### src/rtl/avm_pkg.sv
// Shared constants for the accelerometer vector magnitude unit.
`timescale 1ns / 1ps

package avm_pkg;

  // Fixed port widths
  localparam int IN_W   = 16;
  localparam int OUT_W  = 20;
  localparam int GREF_W = 16;

  // Parameter defaults
  localparam int FRAC_BITS_DEF   = 4;
  localparam int SAMPLE_BITS_DEF = 16;

  // Gravity reference after reset, in raw counts
  localparam logic [GREF_W-1:0] GREF_RESET = 16'd16384;

  // Saturation limit of the result fields
  localparam logic [OUT_W-1:0] OUT_MAX = '1;

endpackage

### src/rtl/avm_front.sv
// Front pipeline: axis absolute values, squares and sum of squares.
`timescale 1ns / 1ps

module avm_front #(
  parameter int SAMPLE_BITS = avm_pkg::SAMPLE_BITS_DEF,
  parameter int SUM_W       = 2 * SAMPLE_BITS
) (
  input  logic                    clk,
  input  logic                    rst_n,
  input  logic                    in_valid,
  output logic                    in_ready,
  input  logic [avm_pkg::IN_W-1:0] axis_x,
  input  logic [avm_pkg::IN_W-1:0] axis_y,
  input  logic [avm_pkg::IN_W-1:0] axis_z,
  output logic                    out_valid,
  input  logic                    out_ready,
  output logic [SUM_W-1:0]        out_sum
);

  localparam int S_W  = SAMPLE_BITS;
  localparam int SQ_W = 2 * SAMPLE_BITS;

  // Absolute value of the low SAMPLE_BITS bits, read as two's complement
  function automatic logic [S_W-1:0] abs_f(input logic [avm_pkg::IN_W-1:0] raw);
    logic [S_W-1:0] v;
    v = raw[S_W-1:0];
    if (v[S_W-1]) begin
      v = (~v) + {{(S_W-1){1'b0}}, 1'b1};
    end
    return v;
  endfunction

  logic            v0_r, v1_r, v2_r;
  logic            v0_nxt, v1_nxt, v2_nxt;
  logic            rdy0, rdy1, rdy2;
  logic [S_W-1:0]  ax_r, ay_r, az_r;
  logic [S_W-1:0]  ax_nxt, ay_nxt, az_nxt;
  logic [SQ_W-1:0] sqx_r, sqy_r, sqz_r;
  logic [SQ_W-1:0] sqx_nxt, sqy_nxt, sqz_nxt;
  logic [SUM_W-1:0] sum_r, sum_nxt;

  // Stage ready chain: a stage takes data when empty or draining
  assign rdy2     = !v2_r || out_ready;
  assign rdy1     = !v1_r || rdy2;
  assign rdy0     = !v0_r || rdy1;
  assign in_ready = rdy0;

  // Stage datapaths
  always_comb begin
    ax_nxt  = abs_f(axis_x);
    ay_nxt  = abs_f(axis_y);
    az_nxt  = abs_f(axis_z);
    sqx_nxt = SQ_W'(ax_r) * SQ_W'(ax_r);
    sqy_nxt = SQ_W'(ay_r) * SQ_W'(ay_r);
    sqz_nxt = SQ_W'(az_r) * SQ_W'(az_r);
    sum_nxt = SUM_W'(sqx_r) + SUM_W'(sqy_r) + SUM_W'(sqz_r);
  end

  // Advance valid bits
  always_comb begin
    v0_nxt = rdy0 ? in_valid : v0_r;
    v1_nxt = rdy1 ? v0_r : v1_r;
    v2_nxt = rdy2 ? v1_r : v2_r;
  end

  always_ff @(posedge clk) begin
    if (!rst_n) begin
      v0_r <= 1'b0;
      v1_r <= 1'b0;
      v2_r <= 1'b0;
    end else begin
      v0_r <= v0_nxt;
      v1_r <= v1_nxt;
      v2_r <= v2_nxt;
    end
  end

  // Load payload on each stage transfer
  always_ff @(posedge clk) begin
    if (rdy0 && in_valid) begin
      ax_r <= ax_nxt;
      ay_r <= ay_nxt;
      az_r <= az_nxt;
    end
    if (rdy1 && v0_r) begin
      sqx_r <= sqx_nxt;
      sqy_r <= sqy_nxt;
      sqz_r <= sqz_nxt;
    end
    if (rdy2 && v1_r) begin
      sum_r <= sum_nxt;
    end
  end

  assign out_valid = v2_r;
  assign out_sum   = sum_r;

endmodule

### src/rtl/avm_sqrt.sv
// Pipelined integer square root, one result bit per stage.
`timescale 1ns / 1ps

module avm_sqrt #(
  parameter int SAMPLE_BITS = avm_pkg::SAMPLE_BITS_DEF,
  parameter int FRAC_BITS   = avm_pkg::FRAC_BITS_DEF,
  parameter int SUM_W       = 2 * SAMPLE_BITS,
  parameter int ROOT_W      = SAMPLE_BITS + FRAC_BITS
) (
  input  logic              clk,
  input  logic              rst_n,
  input  logic              in_valid,
  output logic              in_ready,
  input  logic [SUM_W-1:0]  in_sum,
  output logic              out_valid,
  input  logic              out_ready,
  output logic [ROOT_W-1:0] out_root
);

  localparam int RAD_W = 2 * ROOT_W;
  localparam int REM_W = ROOT_W + 2;

  logic [ROOT_W-1:0] v_r;
  logic [ROOT_W-1:0] rdy;
  logic [ROOT_W-1:0] rdy_dn;
  logic [RAD_W-1:0]  rad_r  [ROOT_W];
  logic [REM_W-1:0]  rem_r  [ROOT_W];
  logic [ROOT_W-1:0] root_r [ROOT_W];
  logic [RAD_W-1:0]  rad_in;

  // Scale the sum by 4^FRAC_BITS
  assign rad_in = RAD_W'(in_sum) << (2 * FRAC_BITS);

  assign in_ready = rdy[0];
  assign rdy_dn[ROOT_W-1] = out_ready;

  for (genvar j = 0; j < ROOT_W; j++) begin : g_stage
    logic              src_v;
    logic [RAD_W-1:0]  src_rad;
    logic [REM_W-1:0]  src_rem;
    logic [ROOT_W-1:0] src_root;
    logic [REM_W-1:0]  cur;
    logic [REM_W-1:0]  trial;
    logic [REM_W-1:0]  rem_nxt;
    logic [ROOT_W-1:0] root_nxt;
    logic [RAD_W-1:0]  rad_nxt;
    logic              v_nxt;

    // Select the stage source
    if (j == 0) begin : g_first
      assign src_v    = in_valid;
      assign src_rad  = rad_in;
      assign src_rem  = '0;
      assign src_root = '0;
    end else begin : g_next
      assign src_v    = v_r[j-1];
      assign src_rad  = rad_r[j-1];
      assign src_rem  = rem_r[j-1];
      assign src_root = root_r[j-1];
      assign rdy_dn[j-1] = rdy[j];
    end

    assign rdy[j] = !v_r[j] || rdy_dn[j];

    // Bring down two radicand bits, try the next root bit
    always_comb begin
      cur     = {src_rem[REM_W-3:0], src_rad[RAD_W-1 -: 2]};
      trial   = {src_root, 2'b01};
      rad_nxt = src_rad << 2;
      if (cur >= trial) begin
        rem_nxt  = cur - trial;
        root_nxt = {src_root[ROOT_W-2:0], 1'b1};
      end else begin
        rem_nxt  = cur;
        root_nxt = {src_root[ROOT_W-2:0], 1'b0};
      end
      v_nxt = rdy[j] ? src_v : v_r[j];
    end

    always_ff @(posedge clk) begin
      if (!rst_n) begin
        v_r[j] <= 1'b0;
      end else begin
        v_r[j] <= v_nxt;
      end
    end

    // Load payload on transfer into this stage
    always_ff @(posedge clk) begin
      if (rdy[j] && src_v) begin
        rad_r[j]  <= rad_nxt;
        rem_r[j]  <= rem_nxt;
        root_r[j] <= root_nxt;
      end
    end
  end

  assign out_valid = v_r[ROOT_W-1];
  assign out_root  = root_r[ROOT_W-1];

endmodule

### src/rtl/avm_back.sv
// Output stage: vibration against the reference, saturation, result register.
`timescale 1ns / 1ps

module avm_back #(
  parameter int FRAC_BITS = avm_pkg::FRAC_BITS_DEF,
  parameter int ROOT_W    = avm_pkg::SAMPLE_BITS_DEF + avm_pkg::FRAC_BITS_DEF
) (
  input  logic                       clk,
  input  logic                       rst_n,
  input  logic                       in_valid,
  output logic                       in_ready,
  input  logic [ROOT_W-1:0]          in_root,
  input  logic [avm_pkg::GREF_W-1:0] gref,
  output logic                       out_valid,
  input  logic                       out_stall,
  output logic [avm_pkg::OUT_W-1:0]  out_magnitude,
  output logic [avm_pkg::OUT_W-1:0]  out_vibration
);

  localparam int REF_W = avm_pkg::GREF_W + FRAC_BITS;
  localparam int CMP_W = (ROOT_W > REF_W) ? ROOT_W : REF_W;
  localparam int W     = (CMP_W > avm_pkg::OUT_W) ? CMP_W : avm_pkg::OUT_W;

  logic                      valid_r, valid_nxt;
  logic [avm_pkg::OUT_W-1:0] mag_r, mag_nxt;
  logic [avm_pkg::OUT_W-1:0] vib_r, vib_nxt;
  logic [W-1:0]              mag_w, ref_w, vib_w;

  assign in_ready = !valid_r || !out_stall;

  // Difference against the scaled reference, then saturate both fields
  always_comb begin
    mag_w = W'(in_root);
    ref_w = W'(gref) << FRAC_BITS;
    vib_w = (mag_w >= ref_w) ? (mag_w - ref_w) : (ref_w - mag_w);
    mag_nxt = (mag_w > W'(avm_pkg::OUT_MAX)) ? avm_pkg::OUT_MAX : mag_w[avm_pkg::OUT_W-1:0];
    vib_nxt = (vib_w > W'(avm_pkg::OUT_MAX)) ? avm_pkg::OUT_MAX : vib_w[avm_pkg::OUT_W-1:0];
    valid_nxt = in_ready ? in_valid : valid_r;
  end

  always_ff @(posedge clk) begin
    if (!rst_n) begin
      valid_r <= 1'b0;
    end else begin
      valid_r <= valid_nxt;
    end
  end

  // Hold the result until it is taken
  always_ff @(posedge clk) begin
    if (in_ready && in_valid) begin
      mag_r <= mag_nxt;
      vib_r <= vib_nxt;
    end
  end

  assign out_valid     = valid_r;
  assign out_magnitude = mag_r;
  assign out_vibration = vib_r;

endmodule

### src/rtl/accel_vector_magnitude_unit.sv
// Path: front stages, one square-root stage per root bit, then the result register.
// Throughput: one sample per cycle while the output is not stalled.
// A full pipeline holds input stall only while every stage is full and the output is stalled.
// Reset (synchronous, rst_n low) clears all valid bits and sets the gravity reference to 16384.
// The configuration port is always ready.
`timescale 1ns / 1ps

module accel_vector_magnitude_unit #(
  parameter int FRAC_BITS   = avm_pkg::FRAC_BITS_DEF,
  parameter int SAMPLE_BITS = avm_pkg::SAMPLE_BITS_DEF
) (
  input  logic                       clk,
  input  logic                       rst_n,
  input  logic                       in_valid,
  output logic                       in_stall,
  input  logic [avm_pkg::IN_W-1:0]   in_axis_x,
  input  logic [avm_pkg::IN_W-1:0]   in_axis_y,
  input  logic [avm_pkg::IN_W-1:0]   in_axis_z,
  output logic                       out_valid,
  input  logic                       out_stall,
  output logic [avm_pkg::OUT_W-1:0]  out_magnitude,
  output logic [avm_pkg::OUT_W-1:0]  out_vibration,
  input  logic                       cfg_valid,
  output logic                       cfg_ready,
  input  logic [avm_pkg::GREF_W-1:0] cfg_data
);

  localparam int SUM_W  = 2 * SAMPLE_BITS;
  localparam int ROOT_W = SAMPLE_BITS + FRAC_BITS;

  logic                       in_ready;
  logic                       fr_valid, fr_ready;
  logic [SUM_W-1:0]           fr_sum;
  logic                       sq_valid, sq_ready;
  logic [ROOT_W-1:0]          sq_root;
  logic [avm_pkg::GREF_W-1:0] gref_r, gref_nxt;

  // Gravity reference register
  assign cfg_ready = 1'b1;
  assign gref_nxt  = (cfg_valid && cfg_ready) ? cfg_data : gref_r;

  always_ff @(posedge clk) begin
    if (!rst_n) begin
      gref_r <= avm_pkg::GREF_RESET;
    end else begin
      gref_r <= gref_nxt;
    end
  end

  assign in_stall = !in_ready;

  avm_front #(
    .SAMPLE_BITS (SAMPLE_BITS),
    .SUM_W       (SUM_W)
  ) u_front (
    .clk       (clk),
    .rst_n     (rst_n),
    .in_valid  (in_valid),
    .in_ready  (in_ready),
    .axis_x    (in_axis_x),
    .axis_y    (in_axis_y),
    .axis_z    (in_axis_z),
    .out_valid (fr_valid),
    .out_ready (fr_ready),
    .out_sum   (fr_sum)
  );

  avm_sqrt #(
    .SAMPLE_BITS (SAMPLE_BITS),
    .FRAC_BITS   (FRAC_BITS),
    .SUM_W       (SUM_W),
    .ROOT_W      (ROOT_W)
  ) u_sqrt (
    .clk       (clk),
    .rst_n     (rst_n),
    .in_valid  (fr_valid),
    .in_ready  (fr_ready),
    .in_sum    (fr_sum),
    .out_valid (sq_valid),
    .out_ready (sq_ready),
    .out_root  (sq_root)
  );

  avm_back #(
    .FRAC_BITS (FRAC_BITS),
    .ROOT_W    (ROOT_W)
  ) u_back (
    .clk           (clk),
    .rst_n         (rst_n),
    .in_valid      (sq_valid),
    .in_ready      (sq_ready),
    .in_root       (sq_root),
    .gref          (gref_r),
    .out_valid     (out_valid),
    .out_stall     (out_stall),
    .out_magnitude (out_magnitude),
    .out_vibration (out_vibration)
  );

`ifndef SYNTHESIS
  // Input stall only propagates from a stalled, occupied output
  a_stall_source: assert property (@(posedge clk) disable iff (!rst_n)
    in_stall |-> (out_valid && out_stall))
    else $error("input stalled without a stalled result");

  // Reset empties the pipeline
  a_reset_empty: assert property (@(posedge clk)
    !rst_n |=> !out_valid)
    else $error("result valid right after reset");

  // Pipeline readies flow back to the output register
  a_back_ready: assert property (@(posedge clk) disable iff (!rst_n)
    (sq_valid && !sq_ready) |-> (out_valid && out_stall))
    else $error("square root held without a stalled result");
`endif

endmodule

### config.mk
export PLATFORM = sky130hd
export DESIGN_NAME = accel_vector_magnitude_unit
export DESIGN_NICKNAME = d
export VERILOG_FILES = /design/src/rtl/avm_pkg.sv /design/src/rtl/avm_front.sv /design/src/rtl/avm_sqrt.sv /design/src/rtl/avm_back.sv /design/src/rtl/accel_vector_magnitude_unit.sv
export SDC_FILE = /design/constraint.sdc
export NUM_CORES = 2
export LEC_CHECK = 0
export BUFFER_PORTS_ARGS = -buffer_cell sky130_fd_sc_hd__buf_2
export CAP_MARGIN = 0
export CORE_ASPECT_RATIO = 2
export CORE_MARGIN = 5
export CORE_UTILIZATION = 60
export CTS_CLUSTER_SIZE = 10
export DETAILED_ROUTE_END_ITERATION = 12
export PLACE_DENSITY = 0.87
export SETUP_SLACK_MARGIN = 0.02
export SLEW_MARGIN = 25
export SYNTH_ARGS = -nofsm -noshare
export SYNTH_HDL_FRONTEND = slang
export SYNTH_SLANG_ARGS = --single-unit
### constraint.sdc
create_clock -name clk -period 17.8 [get_ports clk]
set_input_delay 0.89 -clock clk [delete_from_list [all_inputs] [get_ports clk]]
set_output_delay 0.89 -clock clk [all_outputs]
set_load 0.01 [all_outputs]
==> metrics.csv <==
stage;metric;value;unit
clocking;cts.clk_slew.worst_paths;0.06;ns
drt;drt_iter0_drc;2862;
synth;synth.largest_area_cell;edfxtp_1;
clocking;numCtsBuffers;117;
drt;drcViolationCount;0;
die;fp.coreArea;120000;um^2
timing;rsz0062_at_grt;no;
synth;netlist_area;72200;um^2
placed_design;placed_cell_area;74500;um^2
setup_path;end_kind;flip-flop;
timing;slew_headroom;32.1;%
clocking;cts_hold_buf;0;
setup_path;start_kind;flip-flop;
drt;wl;176000;um
setup_path;slowest_delay;0.64;ns
timing;fin_skew;0.0603;ns
timing;hold_violations;0;
synth;synthDistinctLibCells;94;
synth;synthTopCellsByCount;1103 x inv_1, 1017 x edfxtp_1, 583 x ha_1;
drt;wl_per_cell;21.6;um
setup_path;cp.required;18.35;ns
timing;setup_viol;0;
timing;slew_viol_final;0;
drt;vias_per_cell;5.98;
min_path;worstHoldEndpoint;u_front.az_r[0]$_DFFE_PP_;
synth;ys_ff_latch;1057;
setup_path;path_buf_inv;7;
placed_design;dpl.hpwl;135000;um
global_route;gr-total-overflow;0;
clocking;post_cts_resized;0;
global_route;grt_pass1_vias;53900;
synth;syn_nets;7599;
clocking;cts_tree;done;
clocking;clk-insertion-delay-late;0.76;ns
global_route;grt_pass1_wl;273000;um
timing;timing.hold.ws;0.359;ns
synth;yosysTopAreaCellShare;42.3;%
drt;num_vias;48700;
global_route;grt_usage;27.4;%
cells_and_area;stdcell_area;77900;um^2
placed_design;gp_congestion;0.961;
clocking;cts.sinks;1057;
global_route;grt_max_degree;68;
synth;async_flop_share;0;%
setup_path;reg2reg_to;u_front.sqx_r[30]$_DFFE_PP_;
timing;fmax;0.141;GHz
global_route;antenna_found_initial;1;
clocking;post-cts-setup-buffers;0;
die;ioPinCount;112;
clocking;root_buffer;clkbuf_16;
setup_path;reg2reg_from;u_front.ax_r[8]$_DFFE_PP_;
drt;antenna_left;0;
cells_and_area;drive_above_1_share;5.96;%
placed_design;port_buffers;110;
run_status;status;finished clean;
setup_path;worstPathArrival;7.62;ns
min_path;worstHoldStart;in_axis_z[0];
drt;dr.pass1.iters;8;
clocking;ctsHtreeMaxLevel;3;
run;timing.max_cap.violations;0;
min_path;hp-class;primary input to flip-flop;
timing;finalCriticalPeriod;7.07;ns
cells_and_area;area.growth.synth_to_final;7.95;%
cells_and_area;fillerInstances;8399;
synth;ys_seq_area_share;43.4;%
cells_and_area;final_nets;7712;
timing;post-route-period-util;39.7;%
setup_path;crit_path_frequent_cell;inv_1;
die;fp.dieW;255;um
synth;synth_edf_count;1017;
setup_path;slowest_stage;edfxtp_1;
min_path;whs_path_depth;1;
synth;ys_warn_count;0;
die;die-area;128000;um^2
synth;synthCells;6426;
timing;tightest_slew;1.02;ns
synth;synth_most_common_cell;inv_1;
setup_path;rrSetupSlack;10.73;ns
die;die_h;501;um
synth;synthTopCellsByArea;edfxtp_1 42%, fa_1 14%, ha_1 10%, inv_1 5.7%, xnor2_1 3.6%;
setup_path;critical_path_peak_fanout;12;
setup_path;worstSetupPathType;flip-flop to flip-flop;
die;start_util;60.1;%
die;rows;180;
setup_path;path_delay_family;adder cells;
clocking;cts.path.max_buffers;3;
synth;yosys_most_used_dff;edfxtp_1;
timing;fin_setup_tns;0;ns
setup_path;r2r.worst_path.cells;24;
synth;avgSynthCellArea;11.2;um^2
setup_path;crit_path_cell_trace;inv_1 > nor2_1 > fa_1 > inv_1 > fa_1 > inv_1 > fa_1 > inv_1 > fa_1 > inv_1 > fa_1 > inv_1 > fa_1 > inv_1 > ha_1 > a21o_1 > a21o_1 > a221o_1 > a31oi_2 > nor2_1 > o221a_2 > or4_1 > a211o_1 > o211ai_1;
==> state kept, by name, summed over array words and instances (netlist names), 16 cells and up <==
name                  cells
u_sqrt.rem_r            354
u_front.ax_r             16
u_front.ay_r             16
u_front.sqy_r            31
u_sqrt.root_r           210
u_back.out_vibration     20
u_sqrt.g_stage.src_v     19
u_back.out_magnitude     20
u_front.sqx_r            31
u_front.az_r             16
u_front.out_sum          32
gref_r                   16
u_front.sqz_r            31
u_sqrt.rad_r            240
==> area by class of cell <==
cell class | instances | area (um^2) | area share [%]
Multi-Input combinational cell | 4116 | 36300 | 46.6
Sequential cell | 1057 | 31300 | 40.2
Inverter | 1106 | 4150 | 5.33
Clock buffer | 164 | 3100 | 3.98
Tap cell | 1547 | 1940 | 2.48
Timing Repair Buffer | 141 | 848 | 1.09
Clock inverter | 12 | 235 | 0.302
Antenna cell | 1 | 2.50 | 0.00321
==> per-layer routing <==
metal	up-vias	wire [um]	global-route usage, %
li1	21900	-	-
met1	23900	48200	21.9
met2	1985	100000	54.1
met3	986	7270	3.80
met4	0	20200	25.0
met5	-	0	0
==> metrics by stage <==
stage / instances / util, % / setup WS (ns)
2_1_floorplan: 6426 / - / 11.27
6_report: 8144 / 64.9 / 10.73
3_5_place_dp: 7965 / 62.1 / 10.80
4_1_cts: 8141 / 64.9 / 10.75
5_1_grt: 8144 / 64.9 / 10.42
3_3_place_gp: 7963 / 62.0 / 10.81
==> how the worst max path moves through the flow <==
stage / from / end / slack, ns / cells after the start
after floorplan: u_front.ax_r[9]$_DFFE_PP_ / u_front.sqx_r[30]$_DFFE_PP_ / 11.27 / 25
after global placement: u_front.ax_r[8]$_DFFE_PP_ / u_front.sqx_r[30]$_DFFE_PP_ / 10.81 / 24
after detailed placement: u_front.ax_r[8]$_DFFE_PP_ / u_front.sqx_r[30]$_DFFE_PP_ / 10.80 / 24
after CTS: u_front.ax_r[8]$_DFFE_PP_ / u_front.sqx_r[30]$_DFFE_PP_ / 10.75 / 24
after global routing: u_front.az_r[9]$_DFFE_PP_ / u_front.sqz_r[30]$_DFFE_PP_ / 10.42 / 23
final: u_front.ax_r[8]$_DFFE_PP_ / u_front.sqx_r[30]$_DFFE_PP_ / 10.73 / 24
==> kinds of logic after synthesis <==
group	share of synthesized area (%)
other cells	0.0104
compound gates	8.66
buf+inv	6.56
mux	1.08
fa+ha+maj	24.6
flops	43.4
xor+xnor	5.36
simple gates	10.4
==> cells in the final DEF, fill, tap and decap left out, drive strengths merged, types with 148 or more instances in the layout <==
cell type,netlist,routed
inv,1106,1109
edfxtp,1017,1017
ha,583,583
fa,521,521
nand2,503,503
xnor2,295,295
nor2,293,293
a21oi,268,268
o21ai,240,240
clkbuf,127,164
and2,148,148
Power is not shown: default switching activity piles up to over one toggle a cycle in this logic, so the estimate is an artifact.
